--- config.mk ---
export PLATFORM = sky130hd
export DESIGN_NAME = accumulator_alu_with_flags
export DESIGN_NICKNAME = d
export VERILOG_FILES = /design/src/hw/rtl/aluf_pkg.sv /design/src/hw/rtl/aluf_ctrl.sv /design/src/hw/rtl/aluf_dp.sv /design/src/hw/rtl/accumulator_alu_with_flags.sv
export SDC_FILE = /design/constraint.sdc
export NUM_CORES = 1
export LEC_CHECK = 0
export BUFFER_PORTS_ARGS = -buffer_cell sky130_fd_sc_hd__buf_2
export CAP_MARGIN = 20
export CORE_MARGIN = 2
export CORE_UTILIZATION = 35
export CTS_BUF_LIST = sky130_fd_sc_hd__clkbuf_4
export DETAILED_ROUTE_END_ITERATION = 8
export PLACE_DENSITY_LB_ADDON = 0.08
export SETUP_SLACK_MARGIN = 0.2
export SYNTH_ARGS = -nofsm -noshare
export SYNTH_HDL_FRONTEND = slang
export SYNTH_SLANG_ARGS = --single-unit
--- constraint.sdc ---
create_clock -name clk -period 3.8 [get_ports clk]
set_clock_uncertainty 0.05 [all_clocks]
set_input_delay 0.19 -clock clk [delete_from_list [all_inputs] [get_ports clk]]
set_output_delay 0.19 -clock clk [all_outputs]
set_load 0.005 [all_outputs]
--- src/hw/rtl/aluf_pkg.sv ---
package aluf_pkg;

  // Operation codes carried on in_tuser.
  typedef enum logic [3:0] {
    K_PASS  = 4'd0,
    K_NAND  = 4'd1,
    K_SHR1  = 4'd2,
    K_ADD   = 4'd3,
    K_NOT   = 4'd4,
    K_AND   = 4'd5,
    K_OR    = 4'd6,
    K_XOR   = 4'd7,
    K_NEG   = 4'd8,
    K_SUB   = 4'd9,
    K_SHIFT = 4'd10,
    K_MUL   = 4'd11
  } kind_t;

  localparam int unsigned KIND_BITS  = 4;
  localparam int unsigned OPB_BITS   = 16;
  localparam int unsigned SHAMT_BITS = 6;
  localparam int unsigned RES_BITS   = 16;
  // Step counter: holds a right shift of 32 and any word width up to 63.
  localparam int unsigned CNT_BITS   = 6;

  typedef struct packed {
    logic n;
    logic v;
    logic c;
    logic z;
  } flags_t;

  typedef enum logic [1:0] {
    S_IDLE,
    S_RUN,
    S_POST
  } state_t;

  // Commands from the controller to the datapath.
  typedef struct packed {
    logic load;
    logic step;
    logic publish;
  } dp_cmd_t;

  // Status from the datapath to the controller.
  typedef struct packed {
    logic busy;
  } dp_sts_t;

endpackage

--- src/hw/rtl/aluf_ctrl.sv ---
module aluf_ctrl (
  input  logic             clk,
  input  logic             rst_n,
  input  logic             in_tvalid,
  output logic             in_tready,
  output logic             out_tvalid,
  input  logic             out_tready,
  input  aluf_pkg::dp_sts_t sts,
  output aluf_pkg::dp_cmd_t cmd
);
  import aluf_pkg::*;

  state_t state_r, state_nxt;
  logic   out_valid_r, out_valid_nxt;
  logic   slot_free;

  assign slot_free = !out_valid_r || out_tready;

  always_comb begin
    state_nxt = state_r;
    unique case (state_r)
      S_IDLE: begin
        if (in_tvalid) state_nxt = S_RUN;
      end
      S_RUN: begin
        if (!sts.busy) state_nxt = S_POST;
      end
      S_POST: begin
        if (slot_free) state_nxt = S_IDLE;
      end
      default: state_nxt = S_IDLE;
    endcase
  end

  always_comb begin
    in_tready   = 1'b0;
    cmd         = '0;
    unique case (state_r)
      S_IDLE: begin
        in_tready = 1'b1;
        cmd.load  = in_tvalid;
      end
      S_RUN: begin
        cmd.step = sts.busy;
      end
      S_POST: begin
        cmd.publish = slot_free;
      end
      default: begin
        in_tready = 1'b0;
      end
    endcase
  end

  always_comb begin
    out_valid_nxt = out_valid_r;
    if (out_valid_r && out_tready) out_valid_nxt = 1'b0;
    if (cmd.publish) out_valid_nxt = 1'b1;
  end

  assign out_tvalid = out_valid_r;

  always_ff @(posedge clk) begin
    if (!rst_n) begin
      state_r     <= S_IDLE;
      out_valid_r <= 1'b0;
    end else begin
      state_r     <= state_nxt;
      out_valid_r <= out_valid_nxt;
    end
  end

endmodule

--- src/hw/rtl/aluf_dp.sv ---
module aluf_dp #(
  parameter int unsigned WORD_BITS = 16
) (
  input  logic                                clk,
  input  logic                                rst_n,
  input  aluf_pkg::dp_cmd_t                   cmd,
  output aluf_pkg::dp_sts_t                   sts,
  input  aluf_pkg::kind_t                     kind,
  input  logic signed [aluf_pkg::OPB_BITS-1:0]   operand_b,
  input  logic signed [aluf_pkg::SHAMT_BITS-1:0] shift_amount,
  output logic signed [aluf_pkg::RES_BITS-1:0]   acc_value,
  output aluf_pkg::flags_t                    flags
);
  import aluf_pkg::*;

  logic [WORD_BITS-1:0] acc_r, acc_nxt;
  flags_t               flg_r, flg_nxt;
  kind_t                kind_r, kind_nxt;
  logic                 shl_r, shl_nxt;
  logic [WORD_BITS-1:0] mcand_r, mcand_nxt;
  logic [WORD_BITS-1:0] mplier_r, mplier_nxt;
  logic [CNT_BITS-1:0]  cnt_r, cnt_nxt;
  logic [RES_BITS-1:0]  res_acc_r;
  flags_t               res_flg_r;

  logic [WORD_BITS-1:0] b_w;
  logic [WORD_BITS-1:0] add_x, add_y;
  logic [WORD_BITS:0]   sum;
  flags_t               add_flg;

  // Operand sign-extended (or truncated) to the word width.
  assign b_w = WORD_BITS'(operand_b);

  // The main adder of the datapath, shared by add, negate, subtract,
  // doubling and the multiply steps.
  always_comb begin
    add_x = acc_r;
    add_y = b_w;
    if (cmd.load) begin
      unique case (kind)
        K_NEG:   begin
          add_x = ~acc_r;
          add_y = WORD_BITS'(1);
        end
        K_SUB:   begin
          add_x = ~b_w + WORD_BITS'(1);
          add_y = acc_r;
        end
        default: begin
          add_x = acc_r;
          add_y = b_w;
        end
      endcase
    end else if (kind_r == K_MUL) begin
      add_y = mcand_r;
    end else begin
      add_y = acc_r;
    end
  end

  assign sum       = {1'b0, add_x} + {1'b0, add_y};
  assign add_flg.z = (sum[WORD_BITS-1:0] == '0);
  assign add_flg.c = sum[WORD_BITS];
  assign add_flg.v = sum[WORD_BITS] ^ (add_x[WORD_BITS-1] ^ add_y[WORD_BITS-1] ^
                                       sum[WORD_BITS-1]);
  assign add_flg.n = sum[WORD_BITS-1];

  always_comb begin
    acc_nxt    = acc_r;
    flg_nxt    = flg_r;
    kind_nxt   = kind_r;
    shl_nxt    = shl_r;
    mcand_nxt  = mcand_r;
    mplier_nxt = mplier_r;
    cnt_nxt    = cnt_r;
    if (cmd.load) begin
      kind_nxt = kind;
      cnt_nxt  = '0;
      case (kind)
        K_PASS: begin
          acc_nxt = b_w;
          flg_nxt = '0;
        end
        K_NAND: begin
          acc_nxt = ~(acc_r & b_w);
          flg_nxt = '0;
        end
        K_SHR1: begin
          acc_nxt = acc_r >> 1;
          flg_nxt = '0;
        end
        K_NOT: begin
          acc_nxt = ~acc_r;
          flg_nxt = '0;
        end
        K_AND: begin
          acc_nxt = acc_r & b_w;
          flg_nxt = '0;
        end
        K_OR: begin
          acc_nxt = acc_r | b_w;
          flg_nxt = '0;
        end
        K_XOR: begin
          acc_nxt = acc_r ^ b_w;
          flg_nxt = '0;
        end
        K_ADD, K_NEG, K_SUB: begin
          acc_nxt = sum[WORD_BITS-1:0];
          flg_nxt = add_flg;
        end
        K_SHIFT: begin
          shl_nxt = !shift_amount[SHAMT_BITS-1];
          cnt_nxt = shift_amount[SHAMT_BITS-1] ? CNT_BITS'(-shift_amount)
                                               : CNT_BITS'(shift_amount);
        end
        K_MUL: begin
          acc_nxt    = '0;
          flg_nxt    = '0;
          mcand_nxt  = acc_r;
          mplier_nxt = b_w;
          cnt_nxt    = CNT_BITS'(WORD_BITS);
        end
        default: begin
          acc_nxt = acc_r;
        end
      endcase
    end else if (cmd.step) begin
      cnt_nxt = cnt_r - CNT_BITS'(1);
      if (kind_r == K_MUL) begin
        if (mplier_r[0]) acc_nxt = sum[WORD_BITS-1:0];
        mcand_nxt  = mcand_r << 1;
        mplier_nxt = mplier_r >> 1;
      end else if (shl_r) begin
        // Doubling through the adder gives the flags of each addition.
        acc_nxt = sum[WORD_BITS-1:0];
        flg_nxt = add_flg;
      end else begin
        acc_nxt   = acc_r >> 1;
        flg_nxt   = '0;
        flg_nxt.c = acc_r[0];
      end
    end
  end

  always_ff @(posedge clk) begin
    if (!rst_n) begin
      acc_r  <= '0;
      flg_r  <= '0;
      cnt_r  <= '0;
      kind_r <= K_PASS;
    end else begin
      acc_r  <= acc_nxt;
      flg_r  <= flg_nxt;
      cnt_r  <= cnt_nxt;
      kind_r <= kind_nxt;
    end
  end

  always_ff @(posedge clk) begin
    shl_r    <= shl_nxt;
    mcand_r  <= mcand_nxt;
    mplier_r <= mplier_nxt;
    if (cmd.publish) begin
      res_acc_r <= RES_BITS'(signed'(acc_r));
      res_flg_r <= flg_r;
    end
  end

  assign sts.busy  = (cnt_r != '0);
  assign acc_value = res_acc_r;
  assign flags     = res_flg_r;

endmodule

--- src/hw/rtl/accumulator_alu_with_flags.sv ---
// Accumulator ALU with zero, carry, overflow and negative flags. Each input
// transaction carries an operation code on in_tuser and an operand word and
// a signed shift amount on in_tdata; it updates the accumulator and flags
// and produces exactly one output transaction with the new accumulator
// (sign-extended or truncated to 16 bits) and the four flags. Items are
// processed one at a time through a shared adder and shift logic stepped
// by the controller: logic, add, negate and subtract complete on acceptance,
// a shift by n steps one bit per cycle, a multiply steps one multiplier
// bit per cycle, and every item passes through the run and post states
// before the next acceptance. A result held in the output register does
// not stop the next item from being accepted. Operation codes 12 to 15
// leave accumulator and flags as they are and report them.
module accumulator_alu_with_flags #(
  parameter int unsigned WORD_BITS = 16
) (
  input  logic        clk,
  input  logic        rst_n,
  input  logic        in_tvalid,
  output logic        in_tready,
  input  logic [23:0] in_tdata,   // [15:0] operand_b, [21:16] shift_amount, [23:22] zero
  input  logic [3:0]  in_tuser,   // [3:0] kind
  output logic        out_tvalid,
  input  logic        out_tready,
  output logic [23:0] out_tdata   // [15:0] acc_value, [16] zero_flag, [17] carry_flag,
                                  // [18] overflow_flag, [19] negative_flag, [23:20] zero
);
  import aluf_pkg::*;

  dp_cmd_t                       cmd;
  dp_sts_t                       sts;
  logic signed [RES_BITS-1:0]    acc_value;
  flags_t                        flags;

  aluf_ctrl u_ctrl (
    .clk        (clk),
    .rst_n      (rst_n),
    .in_tvalid  (in_tvalid),
    .in_tready  (in_tready),
    .out_tvalid (out_tvalid),
    .out_tready (out_tready),
    .sts        (sts),
    .cmd        (cmd)
  );

  aluf_dp #(
    .WORD_BITS (WORD_BITS)
  ) u_dp (
    .clk          (clk),
    .rst_n        (rst_n),
    .cmd          (cmd),
    .sts          (sts),
    .kind         (kind_t'(in_tuser)),
    .operand_b    (signed'(in_tdata[15:0])),
    .shift_amount (signed'(in_tdata[21:16])),
    .acc_value    (acc_value),
    .flags        (flags)
  );

  assign out_tdata = {4'b0000, flags.n, flags.v, flags.c, flags.z, acc_value};

endmodule
==> flow_metrics.env, run 1 <==
export IMPL_status="finished, final reports clean"
export IMPL_routed_wl_met3_um=1544
export IMPL_cts_inserted_buffers=9
export IMPL_dp_slack_ns=-0.005782
export IMPL_crit_arrival_ns=3.81
export IMPL_regArea_um2=2255
export IMPL_synth_top_area_cell="edfxtp_1"
export IMPL_syn_avg_cell_area_um2=8.038
export IMPL_yosysWarnings=0
export IMPL_final_antenna_net_count=0
export IMPL_pin_count=58
export IMPL_drc_errors=0
export IMPL_multi_input_area_um2=4128
export IMPL_cts_buffer_depth=2
export IMPL_dp_hpwl_um=16400
export IMPL_reg2reg_setup_slack_ns=0.39
export IMPL_startpoint_type="flop"
export IMPL_die_w_um=142.2
export IMPL_regToRegStartpoint="u_ctrl.state_r[1]"
export IMPL_nets=978
export IMPL_dr_pass1_iters=5
export IMPL_first_global_vias=6401
export IMPL_ys_flop_type="edfxtp_1"
export IMPL_fill_cells=1910
export IMPL_grt_max_degree=75
export IMPL_drv_slew=0
export IMPL_drive_gt1_frac=0.1815
export IMPL_placed_cells=1103
export IMPL_synthArstFlopShare=0
export IMPL_hold_path_class="input port to flop"
export IMPL_cts_max_level=3
export IMPL_powerDensity_nw_per_um2=411.3
export IMPL_drt_met1_wl_um=10620
export IMPL_clockRootBuffer="clkbuf_4"
export IMPL_routed_via_density=5.838
export IMPL_globalplace_congestion=0.8958
export IMPL_wl_met2_um=10910
export IMPL_cts_num_sinks=86
export IMPL_startpoint="u_ctrl.state_r[1]"
export IMPL_start_util=0.3575
export IMPL_grt_antenna_before_repair=1
export IMPL_area_growth_pct=16.86
export IMPL_reg2reg_depth=14
export IMPL_port_buffer_count=51
export IMPL_grt_pass1_wl_um=36740
export IMPL_clk_latency_ns=0.51
export IMPL_maxSlewHeadroom=0.2608
export IMPL_max_cap_violations=0
export IMPL_wl_per_cell_um=20.92
export IMPL_synth_seq_cells=86
export IMPL_tightest_slew_ns=1.097
export IMPL_r2r_end="u_dp.flg_r[0]"
export IMPL_finalSetupViolCount=0
export IMPL_synth_area_top_cells="edfxtp_1, dfxtp_1, ha_1"
export IMPL_core_area_um2=18710
export IMPL_vias=6615
export IMPL_fin_cells=1133
export IMPL_clk_pin_slew_ns=0.15
export IMPL_drt_iter0_markers=654
export IMPL_final_hold_viol_count=0
export IMPL_crit_path_end="u_dp.flg_r[0]"
export IMPL_grtUsageTotal=0.2393
export IMPL_synth_edf_count=53
export IMPL_min_period_ns=3.410
export IMPL_min_delay_start="rst_n"
export IMPL_die_area_um2=20230
export IMPL_end_kind="flop"
export IMPL_worstPathRequired_ns=4.20
export IMPL_ys_seq_area_frac=0.3368
export IMPL_timing_fmax_mhz=293.3
export IMPL_rsz0062_at_grt="true"
export IMPL_highest_layer="met4"
export IMPL_routed_wl_um=23710
export IMPL_p_leak_nw=3.068
export IMPL_synthCells=832
export IMPL_die_h_um=142.2
export IMPL_yosysUniqueCellTypes=67
export IMPL_grt_remaining_overflow=0
export IMPL_synth_top_area_frac=0.2380
export IMPL_fin_ws_ns=0.3902
export IMPL_num_rows=50
export IMPL_syn_area_um2=6688
export IMPL_ir_drop_mv=0.1583
export IMPL_crit_type="flop to flop"
export IMPL_cts_tree="yes"
export IMPL_fin_crit_sh=0.8973
export IMPL_crit_fanout=20
## worst min-delay path by stage
stage          slack [ns]  cells past startpoint             to
6_report             0.03                      3  u_dp.cnt_r[2]
3_3_place_gp         0.39                      0  u_dp.flags[1]
3_5_place_dp         0.39                      0  u_dp.flags[2]
5_1_grt             0.004                      3  u_dp.cnt_r[2]
4_1_cts             0.003                      3  u_dp.cnt_r[2]
2_1_floorplan        0.29                      2  u_dp.cnt_r[0]
## layout make-up
class,instances,share of cell area
Tap cell,234,0.03746
Sequential cell,86,0.2885
Multi-Input combinational cell,623,0.5282
Inverter,64,0.03074
Timing Repair Buffer,109,0.09366
Clock buffer,9,0.008646
Antenna cell,1,0.0003202
Clock inverter,7,0.01249
## state kept, by name (all words and copies together) (netlist names), 2 cells and up
| signal | flops |
|---|---|
| u_dp.mplier_r | 16 |
| u_dp.acc_value | 16 |
| u_dp.kind_r | 4 |
| u_dp.flags | 4 |
| u_dp.flg_r | 4 |
| u_dp.cnt_r | 6 |
| u_ctrl.state_r | 2 |
| u_dp.mcand_r | 16 |
| u_dp.acc_r | 16 |
## timing repair
item	4_1_cts	5_1_grt
pin swaps	4	21
hold buffers	5	0
gates resized for setup	12	32
endpoints found under the hold margin	5	0
buffers inserted	1	7
endpoints found under the setup margin	11	14
## synthesized netlist by cell type, types with 11 or more instances
cell and number:
nor2_1 63, nand2_1 98, buf_2 11, dfxtp_1 33, a222oi_1 15, inv_1 63, a21oi_1 77, a221oi_1 15
a211oi_1 11, ha_1 52, o2111ai_1 11, o21ai_0 75, xnor2_1 20, edfxtp_1 53, clkbuf_1 43, nor3_1 30
nand3_1 26
## power breakdown
part | internal, W | total [W] | switching [W]
clock | 0.000268 | 0.000645 | 0.000377
sequential | 0.00107 | 0.00119 | 0.000111
combinational | 0.000579 | 0.00138 | 0.000805
## worst max-delay path: stages, from the launching register on
cell	delay (ns)
dfxtp_2	0.35
nor2_2	0.13
and2_4	0.21
nand3_4	0.13
buf_12	0.20
o31ai_1	0.39
ha_4	0.28
a2111oi_2	0.33
o21ai_1	0.13
nand2_2	0.18
xor2_2	0.19
nand4_1	0.19
nor4bb_2	0.30
nand4b_1	0.18
nand2_1	0.10
## layer usage
| layer | up-vias | global-route usage |
|---|---|---|
| met5 | - | 0 |
| met4 | 0 | 0.09000 |
| met3 | 48 | 0.03735 |
| met2 | 241 | 0.3852 |
| met1 | 3160 | 0.3242 |
| li1 | 3166 | - |
## cells by family after synthesis
family	Yosys count	synth area share
DFF	86	0.3368
adders and majority gates	53	0.1003
buffers and inverters	126	0.07671
other	1	0.0005607
muxes	2	0.002994
and+or+nand+nor	266	0.1839
AOI/OAI and AO/OA	271	0.2634
xor gates and xnor gates	27	0.03536
## cell usage in the layout, fill, tap and decap left out, types with 4 or more instances in the layout
cell type       n
a211oi_1        9
dlygate4sd3_1   5
ha_1           49
buf_4          50
o211ai_1        7
and3_1          5
clkbuf_4        9
o2111ai_1      11
a22oi_1         6
edfxtp_1       53
a222oi_1       15
nor3_1         28
o31ai_1         7
nor2_1         60
a31oi_1         4
conb_1          4
nand4_1         9
dfxtp_1        31
nand4b_1        4
nand2b_1        9
xnor2_1        19
xor2_1          6
nand3_1        25
o22ai_1         5
a21oi_1        74
a221oi_1       15
o21ai_1         7
a21o_1          5
o21ai_0        72
nand2_1        97
inv_1          63
nor4_1          5
buf_2          51
## through the flow
step                hold WS, ns  utilization  total power (W)   TNS (ns)  area, um2
finish                  0.03078       0.4178         0.003214          0       7815
global route           0.004252       0.4178         0.003433          0       7815
CTS                    0.002501       0.4073         0.003118          0       7619
detailed placement       0.3903       0.3930         0.002438  -0.005782       7351
global placement         0.3876       0.3930         0.002422          0       7351
floorplan                0.2946            -         0.002006          0       6709
(Power assumes the default switching activity.)
==> run 2, diff against run 1 <==
SYNTH_HIERARCHICAL = 1   (was unset)
==> run 2 against run 1 <==
  * Hold slack improved by 0.021 ns
  * Critical endpoint is now u_dp/acc_r[12]
  * Sequential share of layout area decreased by 1.9 points
  * Highest routed layer unchanged
  * Register-to-register slack got worse by 0.12 ns
  * First-iteration DRC count increased by 11%
  * Critical path depth unchanged
==> flow_metrics.env, run 2 <==
export IMPL_status="finished, final reports clean"
export IMPL_grtUsageTotal=0.2248
export IMPL_dr_pass1_iters=7
export IMPL_synth_area_top_cells="edfxtp_1, dfxtp_1, ha_1"
export IMPL_core_area_um2=19530
export IMPL_num_rows=51
export IMPL_cp_common_cell="a221oi_2"
export IMPL_syn_avg_cell_area_um2=8.427
export IMPL_layout_common_cells="a21oi_1, nand2_1, nor2_1"
export IMPL_final_hold_viol_count=0
export IMPL_crit_type="flop to flop"
export IMPL_final_antenna_net_count=0
export IMPL_routed_via_density=5.768
export IMPL_start_util=0.3574
export IMPL_p_leak_nw=3.333
export IMPL_synth_top_area_cell="edfxtp_1"
export IMPL_crit_fanout=15
export IMPL_vias=6737
export IMPL_grt_antenna_before_repair=1
export IMPL_syn_area_um2=6978
export IMPL_maxSlewHeadroom=0.3667
export IMPL_rsz0062_at_grt="true"
export IMPL_first_global_vias=6330
export IMPL_ys_flop_type="edfxtp_1"
export IMPL_yosys_top_cells_count="a21oi_1, nand2_1, nor2_1"
export IMPL_cp_slowest_cell="fa_2"
export IMPL_drive_gt1_frac=0.2594
export IMPL_placed_cell_area_um2=7874
export IMPL_met1_usage=0.3188
export IMPL_dp_hpwl_um=17180
export IMPL_port_buffer_count=51
export IMPL_synth_seq_cells=86
export IMPL_clockRootBuffer="clkbuf_4"
export IMPL_routed_wl_um=24160
export IMPL_ir_drop_mv=0.1545
export IMPL_die_w_um=145.2
export IMPL_yosysMostFrequentCell="a21oi_1"
export IMPL_min_period_ns=3.530
export IMPL_cts_buffer_depth=2
export IMPL_finalSetupViolCount=0
export IMPL_yosysWarnings=6
export IMPL_grt_remaining_overflow=0
export IMPL_met3_usage=0.03239
export IMPL_wl_per_cell_um=20.69
export IMPL_clk_latency_ns=0.49
export IMPL_crit_chain="nor2_4, and2_4, inv_4, buf_8, a221oi_2, a21oi_2, fa_2, a211oi_4, o2111ai_2, and3_4, o41ai_4, xnor2_2, a221oi_2, a2111oi_2"
export IMPL_synthArstFlopShare=0
export IMPL_max_cap_violations=0
export IMPL_fin_crit_sh=0.9290
export IMPL_fin_area_um2=8377
export IMPL_cts_num_sinks=86
export IMPL_grt_busiest_layer="met2"
export IMPL_synthCells=828
export IMPL_timing_fmax_mhz=283.3
export IMPL_yosysUniqueCellTypes=74
export IMPL_powerDensity_nw_per_um2=402.0
export IMPL_startpoint_type="flop"
export IMPL_gr_usage_met2=0.3498
export IMPL_cts_inserted_buffers=9
export IMPL_layout_commonest_cell="a21oi_1"
export IMPL_drv_slew=0
export IMPL_cpPeakStageDelay_ns=0.41
export IMPL_ys_seq_area_frac=0.3228
export IMPL_worstPathRequired_ns=4.12
export IMPL_drt_iter0_markers=725
export IMPL_hold_path_class="input port to flop"
export IMPL_reg2reg_setup_slack_ns=0.27
export IMPL_hold_slack_ns=0.05148
export IMPL_end_kind="flop"
export IMPL_die_area_um2=21080
export IMPL_pin_count=58
export IMPL_drc_errors=0
export IMPL_clk_pin_slew_ns=0.15
export IMPL_synth_edf_count=53
export IMPL_grt_pass1_wl_um=37400
export IMPL_tightest_slew_ns=0.9490
export IMPL_synth_top_area_frac=0.2281
export IMPL_cts_max_level=3
export IMPL_crit_arrival_ns=3.85
export IMPL_die_h_um=145.2
export IMPL_globalplace_congestion=0.8868
export IMPL_nets=981
export IMPL_area_growth_pct=20.05
export IMPL_power_w=0.003368
export IMPL_grt_max_degree=38
export IMPL_cts_tree="yes"
export IMPL_post_route_util=0.4290
## run 2: layer usage
metal / up-vias / wire (um)
met3: 34 / 1548
met4: 0 / 562
met5: - / 0
met2: 277 / 10800
li1: 3169 / -
met1: 3257 / 11260
## run 2: cells by family (layout without fill, tap and decap cells)
family | after synthesis | in the layout | synth area share
AOI/OAI and AO/OA | 253 | 253 | 0.2370
and+or+nand+nor | 237 | 238 | 0.1650
buffers and inverters | 121 | 191 | 0.06814
DFF | 86 | 86 | 0.3228
adders and majority gates | 52 | 52 | 0.09432
muxes | 50 | 50 | 0.07710
xor gates and xnor gates | 28 | 28 | 0.03515
other | 1 | 5 | 0.0005374
## run 2: what timing repair did
item | 4_1_cts | 5_1_grt
buffers inserted | 3 | 6
hold endpoints to repair | 5 | 0
resized for setup | 7 | 45
pin swaps | 5 | 30
hold buffers | 4 | 0
endpoints found under the setup margin | 6 | 10
gates cloned | 1 | 0
## run 2: worst paths after layout
kind                        to  depth (start not counted)              start
max             u_dp/acc_r[12]                         14  u_ctrl/state_r[0]
min          u_ctrl/state_r[1]                          2              rst_n
max reg2reg     u_dp/acc_r[12]                         14  u_ctrl/state_r[0]
min reg2reg      u_dp/flags[3]                          0      u_dp/flg_r[3]
## run 2: worst max-delay path: cells and delay by family (launching register included)
kind / cells / cell delay, ns
AOI/OAI and AO/OA: 7 / 1.62
xor gates and xnor gates: 1 / 0.20
adders and majority gates: 1 / 0.41
buffers and inverters: 2 / 0.22
DFF: 1 / 0.40
and+or+nand+nor: 3 / 0.53
## run 2: through the flow
| stage | TNS (ns) | setup slack (ns) | std cells |
|---|---|---|---|
| 6_report | 0 | 0.2696 | 1168 |
| 3_5_place_dp | -1.382 | -0.2806 | 1136 |
| 5_1_grt | 0 | 0.1175 | 1168 |
| 2_1_floorplan | 0 | 0.1721 | 831 |
| 4_1_cts | 0 | 0.1661 | 1160 |
| 3_3_place_gp | -1.115 | -0.2488 | 1136 |
## run 2: area by class of cell
type                    instances  area [um2]
diodes                          1       2.502
clock buffers                   9       67.56
clock inverters                 7       68.82
fillers                      1951       11150
inverters                      49       203.9
multi-input cells             625        4569
flip-flops and latches         86        2257
well taps                     265       331.6
repair buffers                126       875.8
## run 2: power breakdown
part | total, W | internal (W) | switching, W
logic | 0.00157 | 0.000677 | 0.000895
registers | 0.00122 | 0.00108 | 0.000136
clock network | 0.000579 | 0.000203 | 0.000375
total | 0.00337 | 0.00196 | 0.00141
==> run 3, diff against run 2 <==
clock period = 3.65 ns   (was 3.8 ns; I/O delays follow)
==> run 3 against run 2 <==
  * Clock power down 7.8%
  * Worst setup slack worse by 0.083 ns
  * Critical path depth increased by 1
  * First-iteration DRC count decreased by 14%
  * Sequential share of layout area decreased by 0.81 points
  * Via count increased by 1.1%
==> flow_metrics.env, run 3 (same netlist as run 2, synthesis figures left out) <==
export IMPL_status="finished, final reports clean"
export IMPL_max_cap_violations=0
export IMPL_routed_via_density=5.680
export IMPL_cts_tree="yes"
export IMPL_grtUsageTotal=0.2232
export IMPL_rsz0062_at_grt="true"
export IMPL_layout_commonest_cell="buf_4"
export IMPL_dp_hpwl_um=17590
export IMPL_maxSlewHeadroom=0.3762
export IMPL_reg2reg_setup_slack_ns=0.19
export IMPL_share_seq_of_total_power=0.351
export IMPL_hold_slack_ns=0.04766
export IMPL_grt_max_degree=57
export IMPL_final_antenna_net_count=0
export IMPL_tns_ns=0
export IMPL_placed_cell_area_um2=8110
export IMPL_crit_fanout=10
export IMPL_layout_common_cells="buf_4, a21oi_1, nand2_1"
export IMPL_min_period_ns=3.463
export IMPL_die_w_um=145.2
export IMPL_first_global_vias=6452
export IMPL_powerDensity_nw_per_um2=410.7
export IMPL_vias=6810
export IMPL_startpoint_type="flop"
export IMPL_tightest_slew_ns=0.9332
export IMPL_num_rows=51
export IMPL_finalSetupViolCount=0
export IMPL_drive_gt1_frac=0.2790
export IMPL_die_h_um=145.2
export IMPL_cts_max_level=3
export IMPL_timing_fmax_mhz=288.7
export IMPL_drv_slew=0
export IMPL_fin_ws_ns=0.1867
export IMPL_end_kind="flop"
export IMPL_hold_path_class="input port to flop"
export IMPL_grt_remaining_overflow=0
export IMPL_grt_antenna_before_repair=1
export IMPL_swShare=0.4162
export IMPL_pin_count=58
export IMPL_final_hold_viol_count=0
export IMPL_power_w=0.003546
export IMPL_holdPathStages=2
export IMPL_core_area_um2=19530
export IMPL_worstPathRequired_ns=4.01
export IMPL_grt_pass1_wl_um=36810
export IMPL_combPwrFrac=0.498
export IMPL_ir_drop_mv=0.1597
export IMPL_crit_type="flop to flop"
export IMPL_internal_power_w=0.002070
export IMPL_nets=1011
export IMPL_reg2reg_depth=15
export IMPL_fin_crit_sh=0.9489
export IMPL_crit_arrival_ns=3.82
export IMPL_clockPowerShare=0.151
export IMPL_clockRootBuffer="clkbuf_4"
export IMPL_p_leak_nw=3.474
export IMPL_dp_slack_ns=-0.3167
export IMPL_clk_latency_ns=0.49
export IMPL_dr_pass1_iters=7
export IMPL_globalplace_congestion=0.9171
export IMPL_drc_errors=0
export IMPL_port_buffer_count=51
export IMPL_die_area_um2=21080
export IMPL_wl_per_cell_um=20.47
export IMPL_routed_wl_um=24540
export IMPL_start_util=0.3574
export IMPL_cts_inserted_buffers=9
export IMPL_fin_area_um2=8636
export IMPL_area_growth_pct=23.76
export IMPL_cts_buffer_depth=2
export IMPL_drt_iter0_markers=627
export IMPL_p_sw_w=0.001476
export IMPL_cts_num_sinks=86
export IMPL_clk_pin_slew_ns=0.16
## run 3: cell count changes in the layout (fill, tap and decap cells not counted), sizes merged
cell and delta:
buf +31, nor2 -1, inv -3, bufinv -1
diode +1, clkinvlp +3, clkbuf +1
## run 3: power by group through the flow
stage	clock (W)	sequential, W	combinational, W
6_report	0.000534	0.00125	0.00177
5_1_grt	0.000597	0.00126	0.00193
4_1_cts	0.000560	0.00124	0.00160
3_5_place_dp	0	0.00126	0.00158
3_3_place_gp	0	0.00126	0.00156
2_1_floorplan	0	0.00119	0.00107
## run 3: layer usage
metal / track usage / wire [um] / vias to the layer above
li1: - / - / 3233
met3: 0.04277 / 1883 / 45
met2: 0.3310 / 10670 / 305
met1: 0.3170 / 11270 / 3227
met4: 0.09265 / 722 / 0
met5: 0 / 0 / -
## run 3: path summary, 6_finish.rpt
kind / startpoint / to
setup / recovery: u_ctrl/state_r[1] / u_dp/flg_r[2]
hold / removal: rst_n / u_ctrl/state_r[1]
setup reg to reg: u_ctrl/state_r[1] / u_dp/flg_r[2]
hold reg to reg: u_ctrl/state_r[1] / u_ctrl/state_r[0]
## run 3: critical path: stages, from the launching register on
cell	delay [ns]
dfxtp_4	0.40
nor2_4	0.08
and2_4	0.18
inv_6	0.06
nor2_4	0.23
o21ai_2	0.10
ha_4	0.18
fa_2	0.39
a211oi_4	0.31
o2111ai_2	0.17
and3_4	0.24
o41ai_4	0.36
buf_4	0.18
o21ba_2	0.12
mux2i_1	0.07
o221a_2	0.27
## run 3: cell type report
cell class,count,area (um2)
inverters,49,206.4
multi-input cells,624,4557
clock inverters,6,45.04
fillers,1959,10890
repair buffers,157,1159
flip-flops and latches,86,2257
well taps,265,331.6
diodes,2,5.005
clock buffers,10,75.07
## run 3: stage by stage
stage,std cells,utilization
final,1199,0.4423
after detailed placement,1161,0.4154
after floorplan,831,-
after CTS,1184,0.4256
after global placement,1161,0.4154
after global routing,1199,0.4423
## run 3: what timing repair did
item / CTS / global route
setup endpoints to repair: 7 / 10
hold buffers: 4 / 0
hold endpoints to repair: 5 / 0
gates resized for setup: 4 / 46
pin swaps: 7 / 30
gates cloned: 0 / 1
buffers inserted: 3 / 11
